==> config.mk <==
export PLATFORM = sky130hd
export DESIGN_NAME = hkse_ctrl
export DESIGN_NICKNAME = d
export VERILOG_FILES = /design/src/hkse_pkg.sv /design/src/hkse_ctrl.sv
export SDC_FILE = /design/constraint.sdc
export NUM_CORES = 1
export LEC_CHECK = 0
export BUFFER_PORTS_ARGS = -buffer_cell sky130_fd_sc_hd__buf_2
export CELL_PAD_IN_SITES_DETAIL_PLACEMENT = 0
export CELL_PAD_IN_SITES_GLOBAL_PLACEMENT = 1
export CORE_AREA = 2 2 39 41
export CTS_CLUSTER_DIAMETER = 80
export DETAILED_ROUTE_END_ITERATION = 7
export DIE_AREA = 0 0 41 43
export PLACE_DENSITY = 0.49
export SYNTH_ARGS = -nofsm -noshare
export SYNTH_HDL_FRONTEND = slang
export SYNTH_SLANG_ARGS = --single-unit
==> constraint.sdc <==
create_clock -name clk_i -period 0.99 [get_ports clk_i]
set_input_delay 0.0495 -clock clk_i [delete_from_list [all_inputs] [get_ports clk_i]]
set_output_delay 0.0495 -clock clk_i [all_outputs]
set_load 0.005 [all_outputs]
==> src/hkse_pkg.sv <==
package hkse_pkg;

  localparam int HKSE_NUM_BUCKETS = 1024;
  localparam int HKSE_BUCKET_WAYS = 8;

  localparam int KEY_W     = 32;
  localparam int TSIZE_W   = 11;
  localparam int BUCKET_W  = 10;
  localparam int DIV_CNT_W = 5;

  localparam logic [TSIZE_W-1:0] TSIZE_RST = 11'd1024;

  typedef enum logic [1:0] {
    FN_INSERT = 2'd0,
    FN_SEARCH = 2'd1,
    FN_DELETE = 2'd2
  } hkse_func_e;

  typedef enum logic [1:0] {
    ST_DONE      = 2'd0,
    ST_DUPLICATE = 2'd1,
    ST_NOT_FOUND = 2'd2,
    ST_FULL      = 2'd3
  } hkse_status_e;

  typedef enum logic [2:0] {
    S_CLEAR,
    S_IDLE,
    S_DIV,
    S_SCAN,
    S_DRAIN,
    S_COMMIT
  } hkse_state_e;

  typedef struct packed {
    logic clr_wr;
    logic load;
    logic div_step;
    logic scan_rd;
    logic commit;
  } hkse_cmd_t;

  typedef struct packed {
    logic clr_last;
    logic div_last;
    logic way_last;
    logic out_free;
  } hkse_sts_t;

endpackage

==> src/hkse_ctrl.sv <==
module hkse_ctrl import hkse_pkg::*; (
  input  logic      clk_i,
  input  logic      rst_ni,
  input  logic      in_valid_i,
  output logic      in_stall_o,
  input  hkse_sts_t sts_i,
  output hkse_cmd_t cmd_o
);

  hkse_state_e state_q, state_d;

  always_ff @(posedge clk_i or negedge rst_ni) begin
    if (!rst_ni) begin
      state_q <= S_CLEAR;
    end else begin
      state_q <= state_d;
    end
  end

  always_comb begin
    state_d = state_q;
    case (state_q)
      S_CLEAR: begin
        if (sts_i.clr_last) state_d = S_IDLE;
      end
      S_IDLE: begin
        if (in_valid_i) state_d = S_DIV;
      end
      S_DIV: begin
        if (sts_i.div_last) state_d = S_SCAN;
      end
      S_SCAN: begin
        if (sts_i.way_last) state_d = S_DRAIN;
      end
      S_DRAIN: begin
        state_d = S_COMMIT;
      end
      S_COMMIT: begin
        if (sts_i.out_free) state_d = S_IDLE;
      end
      default: begin
        state_d = S_IDLE;
      end
    endcase
  end

  always_comb begin
    cmd_o      = '0;
    in_stall_o = 1'b1;
    case (state_q)
      S_CLEAR: begin
        cmd_o.clr_wr = 1'b1;
      end
      S_IDLE: begin
        in_stall_o = 1'b0;
        cmd_o.load = in_valid_i;
      end
      S_DIV: begin
        cmd_o.div_step = 1'b1;
      end
      S_SCAN: begin
        cmd_o.scan_rd = 1'b1;
      end
      S_COMMIT: begin
        cmd_o.commit = sts_i.out_free;
      end
      default: begin
      end
    endcase
  end

endmodule

==> flow_metrics.py, run 1 <==
metrics = {
    "critical_path": {
        "required_ns": 0.94,
        "path_max_fanout": 6,
        "r2r_start": "state_q[1]",
        "path_class": "flip-flop to primary output",
        "rrSetupSlack_ns": -0.09,
        "arrival_ns": 1.04,
        "worst-r2r-cell-count": 4,
        "endpoint": "cmd_o[3]",
        "cp-startpoint": "state_q[1]",
        "startpoint_type": "flip-flop",
        "r2r-end": "state_q[2]",
        "critPathCaptureType": "primary output",
    },
    "logic_synthesis": {
        "yosysTopAreaCell": "dfrtp_1",
        "synth_most_common_cell": "nand2_1",
        "synth_nets": 30,
        "syn_area_per_cell_sq_um": 7.89,
        "synth_top_cell_area_share_pct": 41.4,
        "ys_ff_latch": 3,
        "synth-main-ff-cell": "dfrtp_1",
        "synth_cells": 23,
        "synth-async-reset-ratio_pct": 100,
        "syn_area_sq_um": 181,
        "yosysUniqueCellTypes": 13,
        "ys_top_cells_by_count": "nand2_1 (4), dfrtp_1 (3), nor3_1 (3)",
        "ys_warn_count": 0,
        "synth_area_leaders": "dfrtp_1 (41%), nor3_1 (8.3%), nand2_1 (8.3%)",
        "synth_edf_count": 0,
        "synth_seq_area_share_pct": 41.4,
    },
    "sta": {
        "setup_slack_ns": -0.0965,
        "grt_setup_unrepaired": "true",
        "slew_viol_final": 0,
        "tightest_slew_ns": 0.153,
        "finalClockSkew_ns": 0.00112,
        "period_needed_ns": 1.09,
        "setup_viol": 8,
        "finalHoldViolCount": 0,
        "min_period_over_period_pct": 110,
        "relSlewSlack_pct": 89.7,
        "timing.fmax_mhz": 920,
    },
    "clock_tree": {
        "cts_tree": "yes",
        "clkSinkCount": 3,
        "h-tree-depth": 1,
        "clock_latency_ns": 0.23,
        "cts_root_buf": "clkbuf_4",
        "numCtsBuffers": 3,
        "path_clk_slew_ns": 0.04,
        "clk_path_buf_depth": 2,
    },
    "power_and_ir_drop": {
        "seqPwrFrac_pct": 24.1,
        "power.internal_uw": 784,
        "power.density_nw_per_um2": 3310,
        "clkPwrFrac_pct": 17.4,
        "power_mw": 1.26,
        "max-vdd-ir-drop_mv": 0.866,
        "p_switching_uw": 481,
        "switching_share_pct": 38.0,
        "leakage_nw": 0.190,
        "p_comb_share_pct": 58.5,
    },
    "detailed_routing": {
        "drc_errors": 0,
        "wire_per_inst_um": 11.3,
        "vias": 263,
        "routed_wl_um": 711,
        "first_pass_iters": 1,
        "vias_per_cell": 4.17,
        "drt-initial-drc-count": 0,
        "final_antenna_net_count": 0,
    },
    "floorplan": {
        "start_util_pct": 13.1,
        "fp.coreArea_sq_um": 1380,
        "fp.dieW_um": 41,
        "pin_count": 13,
        "die_area_sq_um": 1760,
        "die_h_um": 43,
        "row_count": 14,
    },
    "job": {
        "maxCapViolCount": 0,
    },
    "finish": {
        "fill_cells": 166,
        "largest_register_ffs": 3,
        "reg_top3": "state_q (3)",
        "antennaDiodeCount": 0,
        "top_register": "state_q",
        "syn2layout_area_growth_pct": 110,
        "multi_input_area_sq_um": 104,
        "regArea_sq_um": 77.6,
        "nets": 55,
        "drive_above_1_share_pct": 66.0,
        "design_area_sq_um": 382,
    },
    "place": {
        "hpwlAfterDp_um": 500,
        "place.port_buffers": 12,
        "gp_congestion": 0.710,
        "dpl_cell_area_sq_um": 264,
        "place_ws_ns": -0.0193,
    },
    "grt": {
        "antenna_found_initial": 0,
        "grt_max_degree": 9,
        "grt_overflow": 0,
        "grt_usage_pct": 10.0,
        "grt_pass1_wl_mm": 1.15,
        "grt_pass1_vias": 259,
    },
    "hold_path": {
        "hold_class": "input port to flip-flop",
    },
    "outcome": {
        "outcome": "finished with violations",
        "violations": "setup timing",
    },
}
==> worst min path at each step <==
| stage | startpoint | to | cells after the start |
|---|---|---|---|
| 5_1_grt | sts_i[1] | state_q[2] | 2 |
| 2_1_floorplan | rst_ni | state_q[0] | 0 |
| 3_3_place_gp | rst_ni | state_q[1] | 1 |
| 6_report | sts_i[1] | state_q[2] | 2 |
| 4_1_cts | sts_i[1] | state_q[2] | 2 |
| 3_5_place_dp | rst_ni | state_q[1] | 1 |
==> cell families (layout without fill, tap and decap cells) <==
logic type | after synthesis | count (layout) | share of synthesized area [%]
simple gates | 11 | 11 | 30.3
compound gates | 5 | 5 | 19.3
buf+inv | 4 | 28 | 8.96
flops | 3 | 3 | 41.4
==> area by class of cell <==
class,count,share of cell area [%]
Sequential cell,3,20.3
Multi-Input combinational cell,16,27.2
Timing Repair Buffer,21,36.7
Inverter,3,3.61
Tap cell,16,5.25
Clock buffer,4,6.89
==> cells in the final DEF, fill, tap and decap left out, types with 2 or more instances in the layout <==
cell type	instances
buf_4	7
dfrtp_2	2
nor3_1	2
clkbuf_4	3
o211ai_1	2
nand2_1	4
buf_2	11
buf_6	2
==> worst max-delay path, cell delays in order (launching register included) <==
cell and delay (ns):
dfrtp_2 0.45, inv_4 0.09, nand3_2 0.07, nor2_1 0.08
buf_2 0.11
==> power by group through the flow <==
stage	Sequential (mW)	Clock, mW	Combinational [mW]
after floorplan	0.238	0	0.290
after global placement	0.282	0	0.436
after detailed placement	0.285	0	0.447
after CTS	0.294	0.229	0.622
after global routing	0.321	0.247	0.807
final	0.305	0.220	0.739
==> stage by stage <==
stage          utilization [%]  TNS [ns]  hold WS [ns]  instances
2_1_floorplan                -         0        -0.246         23
3_3_place_gp              19.1         0        -0.144         51
3_5_place_dp              19.1   -0.0193        -0.146         51
4_1_cts                   25.1    -0.488        0.0873         60
5_1_grt                   27.6    -0.975        0.0811         63
6_report                  27.6    -0.521        0.0946         63
==> timing repair <==
action | CTS | global route
pin swaps | 2 | 0
hold buffers | 1 | 0
endpoints found under the hold margin | 3 | 0
endpoints found under the setup margin | 7 | 9
setup buffers | 4 | 3
resized for setup | 6 | 3
==> metal layers <==
layer | routed length (um) | vias to the layer above | global-route usage (%)
met2 | 331 | 15 | 12.2
met4 | 6 | 0 | 6.00
met3 | 93 | 2 | 6.28
li1 | - | 128 | -
met1 | 280 | 118 | 12.8
met5 | 0 | - | 0
Power figures use the tool's default switching activity.
==> run 2, diff against run 1 <==
--- a/config.mk
+++ b/config.mk
@@ -13,6 +13,8 @@
 export DETAILED_ROUTE_END_ITERATION = 7
 export DIE_AREA = 0 0 41 43
 export PLACE_DENSITY = 0.49
+export SKIP_LAST_GASP = 1
+export SLEW_MARGIN = 10
 export SYNTH_ARGS = -nofsm -noshare
 export SYNTH_HDL_FRONTEND = slang
 export SYNTH_SLANG_ARGS = --single-unit
==> flow_metrics.py, run 2 (synthesis gave the netlist of run 1 again) <==
metrics = {
    "floorplan": {
        "pin_count": 13,
        "row_count": 14,
        "die_h_um": 43,
        "fp.coreArea_sq_um": 1380,
        "start_util_pct": 13.1,
        "fp.dieW_um": 41,
        "die_area_sq_um": 1760,
    },
    "sta": {
        "setup_viol": 8,
        "finalClockSkew_ns": 0.00112,
        "relSlewSlack_pct": 89.7,
        "finalHoldViolCount": 0,
        "setup_slack_ns": -0.0965,
        "tightest_slew_ns": 0.153,
        "min_period_over_period_pct": 110,
        "finalSetupTns_ns": -0.536,
        "grt_setup_unrepaired": "true",
        "timing.fmax_mhz": 920,
        "period_needed_ns": 1.09,
        "slew_viol_final": 0,
    },
    "clock_tree": {
        "clkSinkCount": 3,
        "cts_tree": "yes",
        "clock_latency_ns": 0.23,
        "cts_root_buf": "clkbuf_4",
        "h-tree-depth": 1,
        "path_clk_slew_ns": 0.04,
        "clk_path_buf_depth": 2,
        "numCtsBuffers": 3,
    },
    "place": {
        "hpwlAfterDp_um": 500,
        "gp_congestion": 0.710,
        "place.port_buffers": 12,
        "place_ws_ns": -0.0193,
    },
    "finish": {
        "layout_commonest_cell": "buf_2",
        "final_cell_mix": "buf_2 (11), buf_4 (7), nand2_1 (4), clkbuf_4 (3)",
        "fill_cells": 166,
        "multi_input_area_sq_um": 104,
        "top_register": "state_q",
        "reg_top3": "state_q (3)",
        "final_util_pct": 27.6,
        "syn2layout_area_growth_pct": 110,
        "antennaDiodeCount": 0,
        "regArea_sq_um": 77.6,
        "nets": 55,
        "drive_above_1_share_pct": 66.0,
        "largest_register_ffs": 3,
    },
    "grt": {
        "grt_overflow": 0,
        "grt_pass1_wl_mm": 1.15,
        "antenna_found_initial": 0,
        "grt_max_degree": 9,
        "grt_pass1_vias": 259,
        "grt_usage_pct": 10.0,
    },
    "outcome": {
        "violations": "setup timing",
        "outcome": "finished with violations",
    },
    "critical_path": {
        "path_class": "flip-flop to primary output",
        "path_max_fanout": 6,
        "arrival_ns": 1.04,
        "required_ns": 0.94,
        "path_cells": "inv_4 -> nand3_2 -> nor2_1 -> buf_2",
        "cp_slowest_cell": "dfrtp_2",
        "startpoint_type": "flip-flop",
        "slowest_delay_ns": 0.45,
        "critPathCaptureType": "primary output",
    },
    "detailed_routing": {
        "vias_per_cell": 4.17,
        "drc_errors": 0,
        "first_pass_iters": 1,
        "vias": 263,
        "final_antenna_net_count": 0,
        "drt-initial-drc-count": 0,
        "routed_wl_um": 712,
        "wire_per_inst_um": 11.3,
    },
    "power_and_ir_drop": {
        "leakage_nw": 0.190,
        "power.density_nw_per_um2": 3310,
        "max-vdd-ir-drop_mv": 0.866,
    },
    "job": {
        "maxCapViolCount": 0,
    },
    "hold_path": {
        "hold_class": "input port to flip-flop",
    },
}
[run 2: cell counts in the layout (fill, tap and decap cells not counted)]
Identical to the previous run, type by type.
[run 2: area by class of cell]
class / count / share of cell area, %
Clock buffer: 4 / 6.89
Inverter: 3 / 3.61
Multi-Input combinational cell: 16 / 27.2
Sequential cell: 3 / 20.3
Tap cell: 16 / 5.25
Timing Repair Buffer: 21 / 36.7
[run 2: final timing paths]
path / from / to / slack [ns] / depth (start not counted)
worst min register to register: state_q[2] / state_q[1] / 0.57 / 2
worst max-delay path: state_q[1] / cmd_o[3] / -0.1 / 4
min in group asynchronous: rst_ni / state_q[1] / 0.14 / 2
worst min-delay path: sts_i[1] / state_q[2] / 0.09 / 2
max in group asynchronous: rst_ni / state_q[0] / 0.73 / 2
worst max register to register: state_q[1] / state_q[2] / -0.09 / 4
[run 2: worst max-delay path, delay by kind of cell, from the launching register on]
kind	cells	cell delay, ns
flip-flops	1	0.45
buffers and inverters	2	0.20
AND/OR/NAND/NOR	2	0.15
[run 2: timing repair]
item / in CTS / in global routing
pin swaps: 0 / 1
resized for setup: 6 / 3
buffers inserted: 4 / 3
hold buffers: 1 / 0
hold endpoints to repair: 3 / 0
endpoints found under the setup margin: 7 / 9
[run 2: where the power goes]
group	switching, mW	leakage (nW)	internal [mW]	total [mW]
logic	0.301	0.140	0.439	0.740
clock network	0.0688	0.0150	0.151	0.220
registers	0.111	0.0351	0.194	0.305
total	0.481	0.190	0.784	1.26
[run 2: per-layer routing]
metal / wire [um] / track usage [%]
met5: 0 / 0
met4: 6 / 6.00
met3: 93 / 6.28
met2: 332 / 12.2
met1: 280 / 12.8
[run 2: per-stage QoR]
step | power (mW) | area [sq um] | cells | hold slack [ns]
2_1_floorplan | 0.527 | 181 | 23 | -0.246
3_3_place_gp | 0.718 | 264 | 51 | -0.144
3_5_place_dp | 0.732 | 264 | 51 | -0.146
4_1_cts | 1.14 | 348 | 60 | 0.0873
5_1_grt | 1.37 | 382 | 63 | 0.0811
6_report | 1.26 | 382 | 63 | 0.0946
